$ cat src/rtl/core/narp_pkg.sv
// narp_pkg: shared types, codes and constants of the note arpeggiator
// used by every module under rtl/core; depends on nothing else
`default_nettype none

package narp_pkg;

  localparam int MaxNotesDef = 16;
  localparam int NoteW       = 7;
  localparam int VelW        = 7;
  localparam int LfsrW       = 16;
  localparam int PhaseW      = 32;
  localparam int CfgW        = 32;

  localparam logic [LfsrW-1:0]  LfsrSeed  = 16'hACE1;
  localparam logic [LfsrW-1:0]  LfsrTaps  = 16'hB400;
  localparam logic [VelW-1:0]   VelOn     = 7'd102;  // 0.8 of full scale, rounded
  localparam logic [VelW-1:0]   VelOff    = 7'd0;
  localparam logic [PhaseW-1:0] PhaseInc  = 32'd256; // one sample in 24.8
  localparam logic [PhaseW-1:0] StepReset = 32'd2822400;

  typedef enum logic [1:0] {
    REQ_NOTE_ON,
    REQ_NOTE_OFF,
    REQ_ALL_OFF,
    REQ_TICK
  } req_e;

  typedef enum logic [1:0] {
    PAT_UP,
    PAT_DOWN,
    PAT_UPDOWN,
    PAT_RANDOM
  } pattern_e;

  typedef enum logic [1:0] {
    CFG_ENABLE,
    CFG_PATTERN,
    CFG_STEP
  } cfg_idx_e;

  typedef enum logic {
    EV_NOTE_OFF,
    EV_NOTE_ON
  } event_e;

  typedef enum logic [2:0] {
    S_IDLE,
    S_CMP,
    S_UPD,
    S_PHASE,
    S_DIV,
    S_PICK,
    S_OFF,
    S_ON
  } state_e;

  // command broadcast to every list cell
  typedef struct packed {
    logic             cmp;
    logic             ins;
    logic             del;
    logic [NoteW-1:0] key;
  } cell_op_t;

endpackage

`default_nettype wire

$ cat src/rtl/core/narp_cell.sv
// narp_cell: one slot of the sorted held-note list
// compares its note with the broadcast key and shifts with its neighbors; uses narp_pkg
`default_nettype none

module narp_cell (
  input  logic                    clk_i,
  input  narp_pkg::cell_op_t      op_i,
  input  logic                    occ_i,
  input  logic                    left_lt_i,
  input  logic [narp_pkg::NoteW-1:0] left_note_i,
  input  logic [narp_pkg::NoteW-1:0] right_note_i,
  output logic [narp_pkg::NoteW-1:0] note_o,
  output logic                    lt_o,
  output logic                    eq_o
);
  import narp_pkg::*;

  logic [NoteW-1:0] note_q, note_d;
  logic             lt_q, lt_d;
  logic             eq_q, eq_d;

  always_comb begin
    note_d = note_q;
    lt_d   = lt_q;
    eq_d   = eq_q;
    if (op_i.cmp) begin
      lt_d = occ_i && (note_q < op_i.key);
      eq_d = occ_i && (note_q == op_i.key);
    end
    // insert: cells above the slot take the left note, the slot takes the key
    if (op_i.ins && !lt_q) begin
      note_d = left_lt_i ? op_i.key : left_note_i;
    end
    // remove: the matching cell and all above take the right note
    if (op_i.del && !lt_q) begin
      note_d = right_note_i;
    end
  end

  always_ff @(posedge clk_i) begin
    note_q <= note_d;
    lt_q   <= lt_d;
    eq_q   <= eq_d;
  end

  assign note_o = note_q;
  assign lt_o   = lt_q;
  assign eq_o   = eq_q;

endmodule

`default_nettype wire

$ cat src/rtl/core/narp_mod.sv
// narp_mod: bit-serial remainder of the random word by the held-note count
// one dividend bit per cycle; uses narp_pkg
`default_nettype none

module narp_mod #(
  parameter int CntW = 5
) (
  input  logic                       clk_i,
  input  logic                       rst_ni,
  input  logic                       start_i,
  input  logic [narp_pkg::LfsrW-1:0] dividend_i,
  input  logic [CntW-1:0]            divisor_i,
  output logic                       done_o,
  output logic [CntW-1:0]            rem_o
);
  import narp_pkg::*;

  localparam int BitW = $clog2(LfsrW);

  logic            busy_q;
  logic            done_q;
  logic [BitW-1:0] bit_q;
  logic [LfsrW-1:0] sh_q;
  logic [CntW-1:0] rem_q;
  logic [CntW-1:0] dvs_q;
  logic [CntW:0]   trial;
  logic [CntW:0]   trial_sub;

  always_comb begin
    trial     = {rem_q, sh_q[LfsrW-1]};
    trial_sub = trial - {1'b0, dvs_q};
  end

  always_ff @(posedge clk_i or negedge rst_ni) begin
    if (!rst_ni) begin
      busy_q <= 1'b0;
      done_q <= 1'b0;
      bit_q  <= '0;
    end else begin
      done_q <= 1'b0;
      if (start_i) begin
        busy_q <= 1'b1;
        bit_q  <= '0;
      end else if (busy_q) begin
        bit_q <= bit_q + 1'b1;
        if (bit_q == BitW'(LfsrW - 1)) begin
          busy_q <= 1'b0;
          done_q <= 1'b1;
        end
      end
    end
  end

  always_ff @(posedge clk_i) begin
    if (start_i) begin
      sh_q  <= dividend_i;
      rem_q <= '0;
      dvs_q <= divisor_i;
    end else if (busy_q) begin
      sh_q  <= {sh_q[LfsrW-2:0], 1'b0};
      rem_q <= (trial >= {1'b0, dvs_q}) ? trial_sub[CntW-1:0] : trial[CntW-1:0];
    end
  end

  assign done_o = done_q;
  assign rem_o  = rem_q;

endmodule

`default_nettype wire

$ cat src/rtl/core/note_arpeggiator_unit.sv
// note_arpeggiator_unit: top level of the note arpeggiator
// uses narp_pkg, narp_cell (held-note list) and narp_mod (random index remainder)
`default_nettype none

// usage
// - input stream: s_axis_tuser carries the request kind (note on, note off,
//   all notes off, sample tick), s_axis_tdata the note number
// - output stream: one note event per transfer, m_axis_tuser its kind; a stepping
//   tick gives an optional note-off for the previous note, then a note-on with tlast set
// - configuration: cfg_we_i writes cfg_data_i into register cfg_idx_i
//   (0 enable, 1 pattern, 2 step period in 24.8 samples); write only when idle
// - the held list is a row of cells; insert and remove are a broadcast
//   compare followed by a shift
// - flow: one item at a time; s_axis_tready is high only in the idle state
//   - note on / note off: compare state, then list update state, then idle
//   - all notes off, idle tick, tick without step: back to idle after compare or phase
//   - stepping tick: compare, phase, pick, note-off and note-on states; random adds a wait
//     on the bit-serial remainder unit (one bit of the 16-bit random word per cycle)
// - the note-off is loaded into the output register in the note-off state, the note-on
//   in the note-on state after it; the random pattern puts the remainder wait before both
// - output register: a result waits there while the receiver stalls; the
//   sequencer holds in its emit state until the register frees up
// - reset: list empty, phase zero, random seed loaded, enable set, up order
module note_arpeggiator_unit #(
  parameter int MaxNotes = narp_pkg::MaxNotesDef
) (
  input  logic        clk_i,
  input  logic        rst_ni,
  // input stream
  input  logic        s_axis_tvalid,
  output logic        s_axis_tready,
  input  logic [7:0]  s_axis_tdata,   // [6:0] note_number, [7] zero
  input  logic [1:0]  s_axis_tuser,   // [1:0] req_type
  // output stream
  output logic        m_axis_tvalid,
  input  logic        m_axis_tready,
  output logic [15:0] m_axis_tdata,   // [6:0] note_number_out, [13:7] velocity_out,
                                      // [15:14] zero
  output logic        m_axis_tuser,   // [0] event_kind
  output logic        m_axis_tlast,   // last
  // configuration
  input  logic        cfg_we_i,
  input  logic [1:0]  cfg_idx_i,
  input  logic [narp_pkg::CfgW-1:0] cfg_data_i
);
  import narp_pkg::*;

  localparam int PW = $clog2(MaxNotes);
  localparam int CW = $clog2(MaxNotes + 1);

  // configuration registers
  logic              enable_q;
  pattern_e          pattern_q;
  logic [PhaseW-1:0] step_q;

  // sequencer and arpeggio state
  state_e            state_q, state_d;
  req_e              req_q;
  logic [NoteW-1:0]  key_q;
  logic [CW-1:0]     count_q, count_d;
  logic [PW-1:0]     pos_q, pos_d;
  logic              down_q, down_d;
  logic              last_valid_q, last_valid_d;
  logic [NoteW-1:0]  last_note_q;
  logic [PhaseW-1:0] phase_q, phase_d;
  logic [PhaseW:0]   sum_q;
  logic [LfsrW-1:0]  lfsr_q, lfsr_d;
  logic [LfsrW-1:0]  lfsr_adv;
  logic [NoteW-1:0]  sel_note_q;

  // output register
  logic              out_valid_q;
  event_e            out_kind_q;
  logic [NoteW-1:0]  out_note_q;
  logic [VelW-1:0]   out_vel_q;
  logic              out_last_q;

  // cell row
  cell_op_t          cell_op;
  logic [NoteW-1:0]  cell_note [MaxNotes];
  logic [MaxNotes-1:0] cell_lt;
  logic [MaxNotes-1:0] cell_eq;

  // control
  logic              in_acc;
  logic              slot_free;
  logic              step_hit;
  logic              found;
  logic              full;
  logic              div_start;
  logic              div_done;
  logic [CW-1:0]     div_rem;
  logic              off_load;
  logic              on_load;
  logic [CW-1:0]     cnt_after_off;

  // step selection
  logic [CW-1:0]     pos_ext;
  logic [CW-1:0]     pos_inc;
  logic [CW-1:0]     idx_ext;
  logic [PW-1:0]     pick_idx;
  logic [PW-1:0]     pick_pos;
  logic              pick_down;

  assign in_acc    = s_axis_tvalid && s_axis_tready;
  assign slot_free = !out_valid_q || m_axis_tready;
  assign step_hit  = sum_q >= {1'b0, step_q};
  assign found     = |cell_eq;
  assign full      = count_q >= CW'(MaxNotes);
  assign lfsr_adv  = (lfsr_q >> 1) ^ (lfsr_q[0] ? LfsrTaps : '0);

  // ---------------------------------------------------------------------------
  // held-note list: a row of cells, neighbor to neighbor
  // ---------------------------------------------------------------------------
  for (genvar gi = 0; gi < MaxNotes; gi++) begin : g_cell
    logic             left_lt;
    logic [NoteW-1:0] left_note;
    logic [NoteW-1:0] right_note;
    logic             occ;

    if (gi == 0) begin : g_first
      // the bottom cell always sees "everything to the left is lower"
      assign left_lt   = 1'b1;
      assign left_note = key_q;
    end else begin : g_inner
      assign left_lt   = cell_lt[gi-1];
      assign left_note = cell_note[gi-1];
    end

    if (gi == MaxNotes - 1) begin : g_top
      assign right_note = cell_note[gi];
    end else begin : g_below
      assign right_note = cell_note[gi+1];
    end

    assign occ = CW'(gi) < count_q;

    narp_cell u_cell (
      .clk_i        (clk_i),
      .op_i         (cell_op),
      .occ_i        (occ),
      .left_lt_i    (left_lt),
      .left_note_i  (left_note),
      .right_note_i (right_note),
      .note_o       (cell_note[gi]),
      .lt_o         (cell_lt[gi]),
      .eq_o         (cell_eq[gi])
    );
  end

  // random index: lfsr word modulo the held count
  narp_mod #(
    .CntW (CW)
  ) u_mod (
    .clk_i      (clk_i),
    .rst_ni     (rst_ni),
    .start_i    (div_start),
    .dividend_i (lfsr_adv),
    .divisor_i  (count_q),
    .done_o     (div_done),
    .rem_o      (div_rem)
  );

  // ---------------------------------------------------------------------------
  // sequencer: next state
  // ---------------------------------------------------------------------------
  always_comb begin
    state_d = state_q;
    case (state_q)
      S_IDLE: begin
        if (in_acc) state_d = S_CMP;
      end
      S_CMP: begin
        case (req_q)
          REQ_NOTE_ON:  state_d = S_UPD;
          REQ_NOTE_OFF: state_d = S_UPD;
          REQ_ALL_OFF:  state_d = S_IDLE;
          REQ_TICK:     state_d = (enable_q && (count_q != '0)) ? S_PHASE : S_IDLE;
          default:      state_d = S_IDLE;
        endcase
      end
      S_UPD: begin
        state_d = S_IDLE;
      end
      S_PHASE: begin
        if (!step_hit) begin
          state_d = S_IDLE;
        end else if (pattern_q == PAT_RANDOM) begin
          state_d = S_DIV;
        end else begin
          state_d = S_PICK;
        end
      end
      S_DIV: begin
        if (div_done) state_d = S_PICK;
      end
      S_PICK: begin
        state_d = S_OFF;
      end
      S_OFF: begin
        if (!last_valid_q || slot_free) state_d = S_ON;
      end
      S_ON: begin
        if (slot_free) state_d = S_IDLE;
      end
      default: state_d = S_IDLE;
    endcase
  end

  // ---------------------------------------------------------------------------
  // sequencer: outputs
  // ---------------------------------------------------------------------------
  always_comb begin
    cell_op.cmp = (state_q == S_CMP) && ((req_q == REQ_NOTE_ON) || (req_q == REQ_NOTE_OFF));
    cell_op.ins = (state_q == S_UPD) && (req_q == REQ_NOTE_ON) && !found && !full;
    cell_op.del = (state_q == S_UPD) && (req_q == REQ_NOTE_OFF) && found;
    cell_op.key = key_q;
    div_start   = (state_q == S_PHASE) && step_hit && (pattern_q == PAT_RANDOM);
    off_load    = (state_q == S_OFF) && last_valid_q && slot_free;
    on_load     = (state_q == S_ON) && slot_free;
  end

  assign s_axis_tready = (state_q == S_IDLE);

  // ---------------------------------------------------------------------------
  // next index and position for one step
  // ---------------------------------------------------------------------------
  always_comb begin
    pos_ext   = CW'(pos_q);
    pos_inc   = pos_ext + 1'b1;
    idx_ext   = pos_ext;
    pick_pos  = pos_q;
    pick_down = down_q;
    case (pattern_q)
      PAT_UP: begin
        pick_pos = (pos_inc == count_q) ? '0 : PW'(pos_inc);
      end
      PAT_DOWN: begin
        idx_ext  = (pos_ext < count_q) ? (count_q - 1'b1 - pos_ext) : '0;
        pick_pos = (pos_inc == count_q) ? '0 : PW'(pos_inc);
      end
      PAT_UPDOWN: begin
        if (!down_q) begin
          if (pos_inc >= count_q) begin
            // past the top: turn around one below it
            pick_pos  = (count_q >= CW'(2)) ? PW'(count_q - CW'(2)) : '0;
            pick_down = 1'b1;
          end else begin
            pick_pos = PW'(pos_inc);
          end
        end else begin
          if (pos_q == '0) begin
            pick_pos  = PW'(1);
            pick_down = 1'b0;
          end else begin
            pick_pos = pos_q - 1'b1;
          end
        end
        if (count_q == CW'(1)) pick_pos = '0;
      end
      PAT_RANDOM: begin
        idx_ext = div_rem;
      end
      default: begin
        idx_ext = pos_ext;
      end
    endcase
    if (idx_ext >= count_q) idx_ext = count_q - 1'b1;
    pick_idx = PW'(idx_ext);
  end

  // ---------------------------------------------------------------------------
  // arpeggio state update
  // ---------------------------------------------------------------------------
  assign cnt_after_off = found ? (count_q - 1'b1) : count_q;

  always_comb begin
    count_d      = count_q;
    pos_d        = pos_q;
    down_d       = down_q;
    last_valid_d = last_valid_q;
    phase_d      = phase_q;
    lfsr_d       = lfsr_q;
    case (state_q)
      S_CMP: begin
        if (req_q == REQ_ALL_OFF) begin
          count_d      = '0;
          pos_d        = '0;
          last_valid_d = 1'b0;
        end
      end
      S_UPD: begin
        if (cell_op.ins) begin
          count_d = count_q + 1'b1;
          pos_d   = '0;
          down_d  = 1'b0;
        end else if (req_q == REQ_NOTE_OFF) begin
          count_d = cnt_after_off;
          // keep the position inside the shortened list
          if ((cnt_after_off != '0) && (pos_ext >= cnt_after_off)) begin
            pos_d = PW'(cnt_after_off - 1'b1);
          end
        end
      end
      S_PHASE: begin
        if (step_hit) begin
          phase_d = sum_q[PhaseW-1:0] - step_q;
          if (pattern_q == PAT_RANDOM) lfsr_d = lfsr_adv;
        end else begin
          phase_d = sum_q[PhaseW-1:0];
        end
      end
      S_PICK: begin
        pos_d  = pick_pos;
        down_d = pick_down;
      end
      S_ON: begin
        if (slot_free) last_valid_d = 1'b1;
      end
      default: begin
        count_d = count_q;
      end
    endcase
  end

  always_ff @(posedge clk_i or negedge rst_ni) begin
    if (!rst_ni) begin
      state_q      <= S_IDLE;
      count_q      <= '0;
      pos_q        <= '0;
      down_q       <= 1'b0;
      last_valid_q <= 1'b0;
      last_note_q  <= '0;
      phase_q      <= '0;
      lfsr_q       <= LfsrSeed;
      out_valid_q  <= 1'b0;
    end else begin
      state_q      <= state_d;
      count_q      <= count_d;
      pos_q        <= pos_d;
      down_q       <= down_d;
      last_valid_q <= last_valid_d;
      phase_q      <= phase_d;
      lfsr_q       <= lfsr_d;
      if (on_load) last_note_q <= sel_note_q;
      if (off_load || on_load) begin
        out_valid_q <= 1'b1;
      end else if (m_axis_tready) begin
        out_valid_q <= 1'b0;
      end
    end
  end

  // configuration registers
  always_ff @(posedge clk_i or negedge rst_ni) begin
    if (!rst_ni) begin
      enable_q  <= 1'b1;
      pattern_q <= PAT_UP;
      step_q    <= StepReset;
    end else if (cfg_we_i) begin
      case (cfg_idx_e'(cfg_idx_i))
        CFG_ENABLE:  enable_q  <= cfg_data_i[0];
        CFG_PATTERN: pattern_q <= pattern_e'(cfg_data_i[1:0]);
        CFG_STEP:    step_q    <= cfg_data_i[PhaseW-1:0];
        default:     enable_q  <= enable_q;
      endcase
    end
  end

  // payload registers
  always_ff @(posedge clk_i) begin
    if (in_acc) begin
      req_q <= req_e'(s_axis_tuser);
      key_q <= s_axis_tdata[NoteW-1:0];
    end
    if (state_q == S_CMP) sum_q <= {1'b0, phase_q} + {1'b0, PhaseInc};
    if (state_q == S_PICK) sel_note_q <= cell_note[pick_idx];
    if (off_load) begin
      out_kind_q <= EV_NOTE_OFF;
      out_note_q <= last_note_q;
      out_vel_q  <= VelOff;
      out_last_q <= 1'b0;
    end else if (on_load) begin
      out_kind_q <= EV_NOTE_ON;
      out_note_q <= sel_note_q;
      out_vel_q  <= VelOn;
      out_last_q <= 1'b1;
    end
  end

  assign m_axis_tvalid = out_valid_q;
  assign m_axis_tdata  = {2'b00, out_vel_q, out_note_q};
  assign m_axis_tuser  = logic'(out_kind_q);
  assign m_axis_tlast  = out_last_q;

  // ---------------------------------------------------------------------------
  // assertions
  // ---------------------------------------------------------------------------
  a_count_bound: assert property (@(posedge clk_i) disable iff (!rst_ni)
    count_q <= CW'(MaxNotes))
    else $error("held count above list size");

  a_pos_in_list: assert property (@(posedge clk_i) disable iff (!rst_ni)
    (count_q != '0) |-> (pos_ext < count_q))
    else $error("position outside held list");

  a_div_in_wait: assert property (@(posedge clk_i) disable iff (!rst_ni)
    div_done |-> (state_q == S_DIV))
    else $error("remainder finished outside its wait state");

  a_one_cell_op: assert property (@(posedge clk_i) disable iff (!rst_ni)
    $onehot0({cell_op.cmp, cell_op.ins, cell_op.del}))
    else $error("more than one list command at once");

  a_on_after_step: assert property (@(posedge clk_i) disable iff (!rst_ni)
    on_load |=> (m_axis_tvalid && m_axis_tlast && last_valid_q))
    else $error("note-on transfer not presented after load");

endmodule

`default_nettype wire
$ cat config.mk
export PLATFORM = sky130hd
export DESIGN_NAME = note_arpeggiator_unit
export DESIGN_NICKNAME = d
export VERILOG_FILES = /design/src/rtl/core/narp_pkg.sv /design/src/rtl/core/narp_cell.sv /design/src/rtl/core/narp_mod.sv /design/src/rtl/core/note_arpeggiator_unit.sv
export SDC_FILE = /design/constraint.sdc
export NUM_CORES = 1
export LEC_CHECK = 0
export BUFFER_PORTS_ARGS = -buffer_cell sky130_fd_sc_hd__buf_4
export CAP_MARGIN = 20
export CORE_MARGIN = 10
export CORE_UTILIZATION = 30
export DETAILED_ROUTE_END_ITERATION = 16
export GPL_TIMING_DRIVEN = 1
export PLACE_DENSITY = 0.54
export SLEW_MARGIN = 10
export SYNTH_ARGS = -nofsm -noshare
export SYNTH_HDL_FRONTEND = slang
export SYNTH_HIERARCHICAL = 1
export SYNTH_SLANG_ARGS = --single-unit
$ cat constraint.sdc
create_clock -name clk_i -period 4.78 [get_ports clk_i]
set_clock_uncertainty 0.2 [all_clocks]
set_input_delay 0.717 -clock clk_i [delete_from_list [all_inputs] [get_ports clk_i]]
set_output_delay 0.717 -clock clk_i [all_outputs]
set_load 0.01 [all_outputs]
==> qor.yml <==
fin_setup_tns_ns: 0
placed_area_um2: 24140
portBuffers: 62
netlist_area_um2: 22460
htreeDepth: 2
p_per_area_nw_per_um2: 622.8
drt-initial-drc-count: 1363
max_slew_margin_pct: 23.28
max_cap_viol_count: 0
fmax_ghz: 0.2284
cts_buffer_depth: 3
cp-end-kind: "register"
grt_pass1_vias: 17130
ant_nets: 0
post-synth-top-area-cell: "edfxtp_1"
die_y_um: 293.6
crit_path_max_fanout: 10
core_um2: 74320
max_slew.worst_pin.slew_ns: 1.151
status: "complete, no violations"
cts_sinks: 338
grt.total_usage_pct: 14.61
rsz0062_at_grt: "no"
synth-seq-cells: 338
synth_cells: 2176
wl_mm: 64.70
die_area_um2: 86200
cts_tree: "built"
grt_overflow: 0
drc: 0
yosysSeqAreaShare_pct: 42.54
synthToLayoutAreaGrowth_pct: 13.25
vias: 16890
wl_per_cell_um: 19.90
drive_gt1_share_pct: 14.86
synth_area_per_cell_um2: 10.32
routed_via_density: 5.195
finalSetupViolCount: 0
die_w_um: 293.6
design_area_um2: 25430
postCtsResizedCells: 0
finalCritPeriodShare_pct: 91.61
ys_top_cells_by_area: "edfxtp_1 30%, dfrtp_1 11%, ha_1 10%"
antenna_found_initial: 0
synth_common_cells: "229 x nand2_1, 221 x edfxtp_1, 217 x mux2i_1, 185 x ha_1, 180 x inv_1"
ios: 69
maxSlewViolCount: 0
clk_latency_ns: 0.58
synthDistinctLibCells: 88
cts_inserted_buffers: 41
start_kind: "register"
critPathArrivalTime_ns: 4.49
gp_congestion: 0.8863
grt_max_degree: 53
synth_most_common_cell: "nand2_1"
fillers: 7496
grt_pass1_wl_mm: 99.82
synth_top_area_share_pct: 29.55
cts_root_buffer: "clkbuf_16"
vdd_drop_max_v: 0.0004641
async_reset_ff_share_pct: 32.84
yosys_warnings: 6
first_pass_iters: 5
critical_path_class: "register to register"
path_clk_slew_ns: 0.06
finish.net_count: 2487
hold_viol: 0
period_needed_ns: 4.379
cp.required_ns: 4.89
num_antenna_cells: 0
hold_class: "input port to register"
start_util_pct: 30.21
synthFlopType: "edfxtp_1"
dpl.hpwl_mm: 46.63
cellLeakagePower_uw: 0.01068
rows: 100
synth_edf_count: 221
-- cell families (layout without fill, tap and decap cells) --
family | count (synthesis) | after routing | synth area share (%)
and+or+nand+nor | 562 | 562 | 11.90
other | 2 | 6 | 0.03344
buffers and inverters | 275 | 377 | 5.227
adders and majority gates | 188 | 188 | 10.58
xor gates and xnor gates | 73 | 73 | 2.847
DFF | 338 | 338 | 42.54
AOI/OAI and AO/OA | 428 | 428 | 12.12
muxes | 310 | 310 | 14.75
-- per-stage QoR --
step / power (µW) / worst slack [ns] / util [%] / hold WS, ns / std cells
detailed placement: 12730 / 0.1914 / 32.48 / 0.2333 / 3173
finish: 15840 / 0.4012 / 34.22 / 0.1084 / 3251
global placement: 12490 / 0.2770 / 32.48 / 0.2278 / 3173
CTS: 15780 / 0.1754 / 34.18 / 0.08235 / 3249
global route: 16850 / 0.04600 / 34.22 / 0.09180 / 3251
floorplan: 10490 / 0.1161 / - / 0.2196 / 2180
-- worst max-delay path, cell delays in order, from the launching register on --
cell	delay, ns
dfrtp_1	0.37
inv_1	0.19
ha_1	0.20
a21boi_0	0.35
xnor2_1	0.21
ha_1	0.30
a21oi_1	0.18
xnor2_1	0.14
a22oi_1	0.08
nor2b_1	0.15
ha_1	0.25
a21oi_1	0.16
nand2_1	0.14
mux2i_4	0.21
buf_12	0.16
buf_4	0.21
mux2i_1	0.23
mux2i_1	0.11
mux2i_1	0.16
mux2i_1	0.10
-- report_power, final --
part           internal, µW  total (µW)  switching [µW]
Combinational          3750        8170            4420
Clock                  1670        2970            1300
Sequential             4030        4690             668
Total                  9440       15800            6390
-- metal layers --
| layer | up-vias | routed length (µm) | GRT usage [%] |
|---|---|---|---|
| li1 | 7948 | - | - |
| met1 | 8293 | 28690 | 19.01 |
| met2 | 522 | 30070 | 24.15 |
| met3 | 125 | 3824 | 2.504 |
| met4 | 0 | 2121 | 5.116 |
| met5 | - | 0 | 0 |
-- flip-flops by register name (all words and copies together), names as in the netlist, 7 cells and up --
register	count
g_cell.u_cell/note_o	112
out_note_q	7
phase_q	32
step_q	32
g_cell.u_cell/lt_o	16
g_cell.left_note	7
last_note_q	7
sum_q	33
u_mod/sh_q	16
sel_note_q	7
lfsr_q	16
g_cell.u_cell/eq_o	16
-- placed cells by master (no fill, tap or decap), types with 18 or more instances in the layout --
| master | n |
|---|---|
| a21o_1 | 28 |
| a21oi_1 | 97 |
| buf_4 | 112 |
| clkbuf_16 | 41 |
| dfrtp_1 | 96 |
| edfxtp_1 | 221 |
| ha_1 | 185 |
| inv_1 | 180 |
| mux2_2 | 68 |
| mux2i_1 | 216 |
| nand2_1 | 229 |
| nand2b_1 | 28 |
| nand3_1 | 33 |
| nand3b_1 | 18 |
| nand4_1 | 41 |
| nor2_1 | 125 |
| o21ai_0 | 176 |
| o21ai_1 | 20 |
| xnor2_1 | 41 |
| xor2_1 | 32 |
-- final cells by class --
class,instances,area (µm²),share of cell area [%]
Clock buffer,51,1084,4.261
Multi-Input combinational cell,1567,11770,46.29
Tap cell,969,1212,4.768
Inverter,184,693.2,2.726
Timing Repair Buffer,118,950.9,3.739
Clock inverter,24,166.4,0.6544
Sequential cell,338,9553,37.56
-- what timing repair did --
item,CTS,global route
endpoints found under the hold margin,33,0
setup endpoints to repair,0,7
hold buffers,1,0
setup buffers,0,2
-- path summary, 6_finish.rpt --
path / startpoint / to / slack, ns / depth (start not counted)
min in group asynchronous: rst_ni / phase_q[16]$_DFFE_PN0P_ / 0.53 / 2
setup reg to reg: count_q[1]$_DFFE_PN0P_ / sel_note_q[4]$_DFFE_PP_ / 0.40 / 19
max in group asynchronous: rst_ni / lfsr_q[0]$_DFFE_PN1P_ / 2.86 / 3
hold / removal: s_axis_tdata[6] / g_cell[0].left_note[6]$_DFFE_PP_ / 0.11 / 1
setup / recovery: count_q[1]$_DFFE_PN0P_ / sel_note_q[4]$_DFFE_PP_ / 0.40 / 19
hold reg to reg: phase_q[2]$_DFFE_PN0P_ / sum_q[2]$_DFFE_PP_ / 0.25 / 0
(Power assumes the default switching activity.)
